==> config.mk <==
export PLATFORM = sky130hd
export DESIGN_NAME = cart_dma_length_and_timing_top
export DESIGN_NICKNAME = d
export VERILOG_FILES = /design/src/hdl/cdlt_pkg.sv /design/src/hdl/cart_dma_length_and_timing_top.sv
export SDC_FILE = /design/constraint.sdc
export NUM_CORES = 2
export LEC_CHECK = 0
export BUFFER_PORTS_ARGS = -buffer_cell sky130_fd_sc_hd__buf_2
export CAP_MARGIN = 20
export CELL_PAD_IN_SITES_DETAIL_PLACEMENT = 0
export CELL_PAD_IN_SITES_GLOBAL_PLACEMENT = 1
export CORE_ASPECT_RATIO = 0.6
export CORE_UTILIZATION = 40
export CTS_BUF_LIST = sky130_fd_sc_hd__clkbuf_4
export CTS_CLUSTER_DIAMETER = 30
export DETAILED_ROUTE_END_ITERATION = 7
export GPL_TIMING_DRIVEN = 0
export PLACE_DENSITY_LB_ADDON = 0.1
export SYNTH_ARGS = -nofsm -noshare
export SYNTH_HDL_FRONTEND = slang
export SYNTH_SLANG_ARGS = --single-unit
==> constraint.sdc <==
create_clock -name clk -period 6 [get_ports clk]
set_input_delay 0.6 -clock clk [delete_from_list [all_inputs] [get_ports clk]]
set_output_delay 0.6 -clock clk [all_outputs]
set_load 0.05 [all_outputs]
==> src/hdl/cdlt_pkg.sv <==
// cdlt_pkg: constants and types for the cartridge dma length and timing block
// no dependencies; imported by cart_dma_length_and_timing_top
`timescale 1ns / 1ps
`default_nettype none

package cdlt_pkg;

	localparam int CODE_W  = 24;
	localparam int ADDR_W  = 24;
	localparam int LEN_W   = 25;
	localparam int CYC_W   = 33;
	localparam int PAGES_W = 23;
	localparam int COEF_A_W = 9;
	localparam int COEF_B_W = 10;
	localparam int PROD_A_W = COEF_A_W + PAGES_W;
	localparam int PROD_B_W = COEF_B_W + LEN_W - 1;
	localparam int SUM_W    = PROD_B_W;
	localparam int PADDR_W  = 5;

	localparam logic [ADDR_W-1:0] ADDR_MASK   = 24'h7F_FFFE;
	localparam logic [2:0]        OFFSET_MASK = 3'h7;
	localparam logic [COEF_A_W-1:0] FIXED_LATENCY = 9'd14;
	localparam logic [COEF_A_W-1:0] FIXED_EXTRA   = 9'd5;

	// register indexes
	localparam logic [2:0] REG_DOM1_LAT  = 3'd0;
	localparam logic [2:0] REG_DOM1_PWD  = 3'd1;
	localparam logic [2:0] REG_DOM1_PAGE = 3'd2;
	localparam logic [2:0] REG_DOM1_RLS  = 3'd3;
	localparam logic [2:0] REG_DOM2_LAT  = 3'd4;
	localparam logic [2:0] REG_DOM2_PWD  = 3'd5;
	localparam logic [2:0] REG_DOM2_PAGE = 3'd6;
	localparam logic [2:0] REG_DOM2_RLS  = 3'd7;

	typedef struct packed {
		logic [7:0] lat;
		logic [7:0] pwd;
		logic [3:0] page;
		logic [7:0] rls;
	} dom_cfg_t;

endpackage

`default_nettype wire

==> src/hdl/cart_dma_length_and_timing_top.sv <==
// cart_dma_length_and_timing_top: transfer length and cpu cycle count per dma request
// depends on cdlt_pkg
`timescale 1ns / 1ps
`default_nettype none

//  channel  | handshake            | payload
//  ---------+----------------------+------------------------------------------
//  request  | req_valid, req_stall | length_code, dram_address, second_domain
//  response | rsp_valid, rsp_stall | transfer_length, cpu_cycles
//  config   | apb psel/penable     | paddr, pwdata, prdata
//
// five register stages: input, length/pages, two multipliers, sum, output
// one beat per cycle sustained while rsp_stall is low; each beat passes the stages in order
// each stage moves when the one after it is empty or moving, so bubbles fill
// under a response stall
// arst_n clears stage valids and the domain registers to zero

module cart_dma_length_and_timing_top
	import cdlt_pkg::*;
(
	input  wire logic                clk,
	input  wire logic                arst_n,

	input  wire logic                req_valid,
	output      logic                req_stall,
	input  wire logic [CODE_W-1:0]   length_code,
	input  wire logic [ADDR_W-1:0]   dram_address,
	input  wire logic                second_domain,

	output      logic                rsp_valid,
	input  wire logic                rsp_stall,
	output      logic [LEN_W-1:0]    transfer_length,
	output      logic [CYC_W-1:0]    cpu_cycles,

	input  wire logic                psel,
	input  wire logic                penable,
	input  wire logic                pwrite,
	input  wire logic [PADDR_W-1:0]  paddr,
	input  wire logic [31:0]         pwdata,
	output      logic [31:0]         prdata,
	output      logic                pready
);

	dom_cfg_t dom1_q, dom2_q;
	logic [2:0] reg_idx;

	assign pready  = 1'b1;
	assign reg_idx = paddr[4:2];

	always_ff @(posedge clk or negedge arst_n) begin
		if (!arst_n) begin
			dom1_q <= '0;
			dom2_q <= '0;
		end else if (psel && penable && pwrite) begin
			unique case (reg_idx)
				REG_DOM1_LAT:  dom1_q.lat  <= pwdata[7:0];
				REG_DOM1_PWD:  dom1_q.pwd  <= pwdata[7:0];
				REG_DOM1_PAGE: dom1_q.page <= pwdata[3:0];
				REG_DOM1_RLS:  dom1_q.rls  <= pwdata[7:0];
				REG_DOM2_LAT:  dom2_q.lat  <= pwdata[7:0];
				REG_DOM2_PWD:  dom2_q.pwd  <= pwdata[7:0];
				REG_DOM2_PAGE: dom2_q.page <= pwdata[3:0];
				REG_DOM2_RLS:  dom2_q.rls  <= pwdata[7:0];
				default: ;
			endcase
		end
	end

	always_comb begin
		unique case (reg_idx)
			REG_DOM1_LAT:  prdata = {24'd0, dom1_q.lat};
			REG_DOM1_PWD:  prdata = {24'd0, dom1_q.pwd};
			REG_DOM1_PAGE: prdata = {28'd0, dom1_q.page};
			REG_DOM1_RLS:  prdata = {24'd0, dom1_q.rls};
			REG_DOM2_LAT:  prdata = {24'd0, dom2_q.lat};
			REG_DOM2_PWD:  prdata = {24'd0, dom2_q.pwd};
			REG_DOM2_PAGE: prdata = {28'd0, dom2_q.page};
			REG_DOM2_RLS:  prdata = {24'd0, dom2_q.rls};
			default:       prdata = '0;
		endcase
	end

	// stage flow control
	logic v1_q, v2_q, v3_q, v4_q, v5_q;
	logic en1, en2, en3, en4, en5;

	assign en5 = !v5_q || !rsp_stall;
	assign en4 = !v4_q || en5;
	assign en3 = !v3_q || en4;
	assign en2 = !v2_q || en3;
	assign en1 = !v1_q || en2;
	assign req_stall = !en1;
	assign rsp_valid = v5_q;

	always_ff @(posedge clk or negedge arst_n) begin
		if (!arst_n) begin
			v1_q <= 1'b0;
			v2_q <= 1'b0;
			v3_q <= 1'b0;
			v4_q <= 1'b0;
			v5_q <= 1'b0;
		end else begin
			if (en1) v1_q <= req_valid;
			if (en2) v2_q <= v1_q;
			if (en3) v3_q <= v2_q;
			if (en4) v4_q <= v3_q;
			if (en5) v5_q <= v4_q;
		end
	end

	// stage 1: input beat
	logic [CODE_W-1:0] code_s1;
	logic [2:0]        offset_s1;
	logic              dom2_s1;

	always_ff @(posedge clk) begin
		if (en1 && req_valid) begin
			code_s1   <= length_code;
			offset_s1 <= dram_address[2:0] & ADDR_MASK[2:0] & OFFSET_MASK;
			dom2_s1   <= second_domain;
		end
	end

	// stage 2: clamped length, page count, coefficients
	dom_cfg_t              sel_cfg;
	logic [LEN_W-1:0]      len_raw, len_c;
	logic [4:0]            shamt;
	logic [LEN_W:0]        round_up, pages_sum;
	logic [LEN_W-1:0]      len_s2;
	logic [PAGES_W-1:0]    pages_s2;
	logic [COEF_A_W-1:0]   coef_a_s2;
	logic [COEF_B_W-1:0]   coef_b_s2;

	always_comb begin
		sel_cfg   = dom2_s1 ? dom2_q : dom1_q;
		len_raw   = {1'b0, code_s1} + LEN_W'(1);
		len_c     = (len_raw > LEN_W'(offset_s1)) ? (len_raw - LEN_W'(offset_s1)) : '0;
		shamt     = {1'b0, sel_cfg.page} + 5'd2;
		round_up  = ((LEN_W+1)'(1) << shamt) - (LEN_W+1)'(1);
		pages_sum = ({1'b0, len_c} + round_up) >> shamt;
	end

	always_ff @(posedge clk) begin
		if (en2 && v1_q) begin
			len_s2    <= len_c;
			pages_s2  <= pages_sum[PAGES_W-1:0];
			coef_a_s2 <= FIXED_LATENCY + FIXED_EXTRA + COEF_A_W'(sel_cfg.lat) + COEF_A_W'(1);
			coef_b_s2 <= COEF_B_W'(sel_cfg.pwd) + COEF_B_W'(sel_cfg.rls) + COEF_B_W'(2);
		end
	end

	// stage 3: the two products
	logic [LEN_W-1:0]    len_s3;
	logic [PROD_A_W-1:0] prod_a_s3;
	logic [PROD_B_W-1:0] prod_b_s3;

	always_ff @(posedge clk) begin
		if (en3 && v2_q) begin
			len_s3    <= len_s2;
			prod_a_s3 <= PROD_A_W'(coef_a_s2) * PROD_A_W'(pages_s2);
			prod_b_s3 <= PROD_B_W'(coef_b_s2) * PROD_B_W'(len_s2[LEN_W-1:1]);
		end
	end

	// stage 4: cycle sum
	logic [LEN_W-1:0] len_s4;
	logic [SUM_W-1:0] sum_s4;

	always_ff @(posedge clk) begin
		if (en4 && v3_q) begin
			len_s4 <= len_s3;
			sum_s4 <= SUM_W'(prod_a_s3) + prod_b_s3;
		end
	end

	// stage 5: times one and a half, output register
	logic [SUM_W-1:0] cyc_full;
	logic [LEN_W-1:0] len_s5;
	logic [CYC_W-1:0] cyc_s5;

	assign cyc_full = sum_s4 + (sum_s4 >> 1);

	always_ff @(posedge clk) begin
		if (en5 && v4_q) begin
			len_s5 <= len_s4;
			cyc_s5 <= cyc_full[CYC_W-1:0];
		end
	end

	assign transfer_length = len_s5;
	assign cpu_cycles      = cyc_s5;

endmodule

`default_nettype wire
# == After elaboration in Yosys (flattened, before gate mapping) ==
# Cells that the tools add are included.
# totals
register_bits,363
in_bits,93
output_inout_bits,93
word_cells,81
# classes
add_sub_neg,11
mul,2
order_cmp,1
eq_ne,7
shifts,2
n_mux,3
reduce_logical,28
# ops
op,count
32-bit one-hot mux with 8 select lines,1
32-bit by 34-bit adder with 34-bit output,1
10-bit by 24-bit multiplier with 34-bit output,1
33-bit adder,1
9-bit by 23-bit multiplier with 32-bit output,1
28-bit two-way mux,1
25-bit by 26-bit adder with 26-bit output,1
"1-bit by 5-bit << shifter with 26-bit output, first input constant",1
26-bit by 5-bit >> shifter with 23-bit output,1
"26-bit by 2-bit subtractor with 26-bit output, second input constant",1
"24-bit by 1-bit adder with 25-bit output, second input constant",1
25-bit by 3-bit greater-than comparator with 1-bit output,1
25-bit two-way mux,1
25-bit by 3-bit subtractor with 25-bit output,1
2-bit AND reduction,8
"3-bit == test, second input constant",4
"9-bit by 2-bit adder with 10-bit output, second input constant",1
"5-bit by 8-bit adder with 9-bit output, first input constant",1
8-bit by 8-bit adder with 9-bit output,1
"9-bit by 1-bit adder with 9-bit output, second input constant",1
1-bit logical AND,7
1-bit zero test,7
"3-bit by 2-bit == test with 1-bit output, second input constant",2
"4-bit by 2-bit adder with 5-bit output, second input constant",1
other kinds (3),7

# == Logic depth before layout (Yosys ltp) ==
# logic_depth
ltp_word,7
mapped_depth,29
depth_no_buf,29

# == Worst setup path after synthesis ==
# OpenSTA, ideal clock, no wires.
# synth_path
kind,reg-to-reg
from,register code_s1[0]
to,register pages_s2[10] (data pin)
setup_ns,0.151
t_arrival_ns,6.001
required_time_ns,5.849
slack_ns,-0.153
stages_incl_launch_ff,29
n_path_buf,2
synth_period_minus_slack_ns,6.153
path_cell_list,edfxtp_1 > ha_1 > inv_1 > ha_1 > fa_1 > and3_1 > o32a_1 > and3_1 > and2_1 > nand3_1 > nor2_1 > nor2_1 > clkbuf_1 > nand2_1 > ha_1 > inv_1 > ha_1 > clkbuf_1 > nand2_1 > nor3_1 > o31ai_1 > a2111oi_0 > nor3_1 > nor3_1 > xor2_1 > a21oi_1 > a221o_1 > mux2_4 > mux2i_4
# synth_between
elab_chain_cells,5
elab_cells_between_ends,6
classes_between,3 x add/sub; 1 x order compare; 1 x shift; 1 x mux
# synth_lines
element,line_no,rtl
from (decl),cart_dma_length_and_timing_top.sv:112,logic [CODE_W-1:0] code_s1;
from (signal assigned),cart_dma_length_and_timing_top.sv:118,code_s1 <= length_code;
24-bit by 1-bit adder with 25-bit output *,cart_dma_length_and_timing_top.sv:136,"len_raw = {1'b0, code_s1} + LEN_W'(1);"
25-bit by 3-bit subtractor with 25-bit output / 25-bit by 3-bit greater-than comparator with 1-bit output (equally long branches),cart_dma_length_and_timing_top.sv:137,len_c = (len_raw > LEN_W'(offset_s1)) ? (len_raw - LEN_W'(offset_s1)) : '0;
25-bit two-way mux *,cart_dma_length_and_timing_top.sv:137,
25-bit by 26-bit adder with 26-bit output *,cart_dma_length_and_timing_top.sv:140,"pages_sum = ({1'b0, len_c} + round_up) >> shamt;"
26-bit by 5-bit >> shifter with 23-bit output *,cart_dma_length_and_timing_top.sv:140,
named net pages_sum[10],cart_dma_length_and_timing_top.sv:128,"logic [LEN_W:0] round_up, pages_sum;"
to (signal assigned),cart_dma_length_and_timing_top.sv:146,pages_s2 <= pages_sum[PAGES_W-1:0];
to (decl),cart_dma_length_and_timing_top.sv:130,logic [PAGES_W-1:0] pages_s2;
# Mark *: on every way through the listed nets, which the timed path passes. The rest lies on a longest branch.
# A chain may end at the register's enable or synchronous reset.

# == Worst setup path after layout ==
# layout_path
from,register code_s1[0]
to,register pages_s2[1] (data pin)
# Same word-level chain as after synthesis.

==> reports/metrics.yaml <==
status: "finished, violations left"
violations: "negative setup slack"
path_buf_inv: 5
setup_slack_ns: -0.5564
ant_nets: 0
dpl-instance-area_um2: 36210
syn_avg_cell_area_um2: 10.11
drv_slew: 0
critPathTopFamily: "compound AO/OA/AOI/OAI gates"
rr_startpoint: "code_s1[0]"
clkTransAtPathRegs_ns: 0.08
drtIter0Drc: 1994
path_class: "reg2reg"
dieArea_um2: 85930
gr-usage-all-layers_pct: 25.28
setup_viol: 30
netlist_area_um2: 33890
routed_wl_mm: 105.4
port-buffer-count: 111
route.detailed.drc: 0
synth_cells: 3351
pre_cts_slack_ns: -2.268
hpwl_mm: 81.81
cpPeakStageDelay_ns: 0.67
clockRootBuffer: "clkbuf_4"
first_pass_iters: 5
start_kind: "flip-flop"
arrival_ns: 7.21
grt_pass1_wl_mm: 162.9
ys_warn_count: 0
grt_max_degree: 68
fp.dieH_um: 227.5
hold_viol: 0
gp_congestion: 0.9222
period_share_pct: 109.3
async_flop_share_pct: 16.80
synth_seq_cells: 363
fin_util_pct: 49.39
min_path_type: "in2async"
ios: 186
post-place-cells: 4631
clockBufferDepth: 3
initial_utilization_pct: 40.48
end_kind: "flip-flop"
ys_dominant_reg_cell: "edfxtp_1"
slowest_stage: "o41ai_2"
wl_per_cell_um: 21.15
worstRegToRegCells: 27
final_area_um2: 41350
cts_tree: "built"
core_um2: 83720
max_freq_ghz: 0.1525
rrSetupSlack_ns: -0.56
drive_gt1_share_pct: 23.46
fin_cells: 4985
vias: 26216
h-tree-depth: 3
tightest_slew_ns: 1.016
synth_edf_count: 302
die_w_um: 377.8
gr-total-overflow: 0
clock_latency_ns: 1.04
numCtsBuffers: 97
rsz0062_at_grt: "yes"
drt-vias-per-instance: 5.259
maxSlewHeadroom_pct: 32.03
cap_violations: 0
syn_to_final_growth_pct: 22.02
synth_seq_area_share_pct: 31.26
timing.rr.end: "pages_s2[1]"
cts.sinks: 363
antenna_found_initial: 7
rows: 82
grt_pass1_vias: 26555
finClkSkew_ns: 0.1399
worst-path-max-fanout: 10
worstPathRequired_ns: 6.65
fin_crit_ns: 6.556
layout.nets: 4447
ys_types: 94
[logic make-up after synthesis]
group,after synthesis,synth area share (%)
xor+xnor,188,4.859
other cells,2,0.02216
fa+ha+maj,579,28.62
mux,121,4.120
compound gates,499,9.703
flops,363,31.26
buf+inv,579,6.719
simple gates,1020,14.69
[layout by cell type, fill, tap and decap left out, types with 61 or more instances in the layout]
cell      instances
nand2_1         373
o21ai_0          73
nand3_1          61
clkbuf_4        146
dfrtp_1          61
buf_2           120
a21oi_1         114
and2_1          186
a21o_1           62
nor2_1          132
inv_1           403
xnor2_1         115
ha_1            219
fa_1            321
edfxtp_1        302
buf_4           178
mux2_2           76
[flip-flops by register name (all words and copies together) (netlist names), 9 cells and up]
signal	cells
prod_a_s3	32
dom1_q	28
coef_a_s2	9
sum_s4	34
pages_s2	23
code_s1	24
len_s3	25
prod_b_s3	34
transfer_length	25
dom2_q	28
len_s4	25
len_s2	25
coef_b_s2	10
cpu_cycles	33
[per-layer routing]
metal / vias up / global-route usage [%] / wire (um)
met2: 787 / 32.48 / 38980
met5: - / 0 / 0
li1: 12158 / - / -
met3: 113 / 7.245 / 9323
met1: 13158 / 40.89 / 55700
met4: 0 / 4.485 / 1441
[final cells by class]
class	count	area (um2)
flip-flops and latches	363	10600
inverters	414	1554
well taps	1134	1419
repair buffers	332	2574
fillers	7824	42370
clock buffers	141	1059
plain buffers	131	932.1
clock inverters	24	201.4
multi-input cells	2436	22990
diodes	10	25.02
[per-stage QoR]
step	setup TNS [ns]	hold WS [ns]
6_report	-9.148	0.1075
5_1_grt	-13.02	0.09545
4_1_cts	-4.406	0.03652
3_5_place_dp	-61.86	0.4045
3_3_place_gp	-224.50	0.4068
2_1_floorplan	0	0.3044
[worst max-delay path by stage]
stage | endpoint | startpoint | cells after the start
after detailed placement | pages_s2[18] | code_s1[0] | 27
after floorplan | pages_s2[10] | code_s1[0] | 29
after CTS | prod_b_s3[33] | coef_b_s2[2] | 24
after global placement | cpu_cycles[0] | rsp_stall | 2
after global routing | pages_s2[5] | code_s1[1] | 30
final | pages_s2[1] | code_s1[0] | 27
[synthesized netlist by cell type (all sizes together), types with 6 or more instances]
master   instances  area [um2]
inv            413        1550
nand2          401        1505
fa             327        6546
edfxtp         302        9069
ha             252        3153
and2           193        1207
a21oi          149       745.7
nor2           148       555.5
xnor2          131        1147
clkbuf         126       473.0
o21ai           95       475.5
mux2            82       930.9
nand3           68       357.8
a21o            62       465.5
dfrtp           61        1526
nor3            57       290.3
xor2            57       499.2
buf             39       250.2
mux2i           35       375.4
and3            30       187.7
nand2b          23       143.9
a211oi          22       177.7
nor2b           22       137.6
o21bai          20       150.1
a31oi           19       118.9
o21a            19       142.6
nand4           17       127.6
or3             16       100.1
nor4            11       96.34
o211ai          11       82.58
o31ai           10       75.07
o22ai            8       50.05
or2              7       43.79
a2111oi          6       52.55
a21boi           6       45.05
and4             6       52.55
o311ai           6       52.55
o41ai            6       71.32
[what timing repair did]
action,4_1_cts,5_1_grt
hold endpoints to repair,144,0
setup buffers,123,55
pin swaps,118,100
hold buffers,38,0
gates cloned,1,1
setup endpoints to repair,51,43
gates resized for setup,351,170
Power is left out: the tool's default activity adds up to more than one toggle a clock period on the data nets, which glitch-free logic cannot reach.
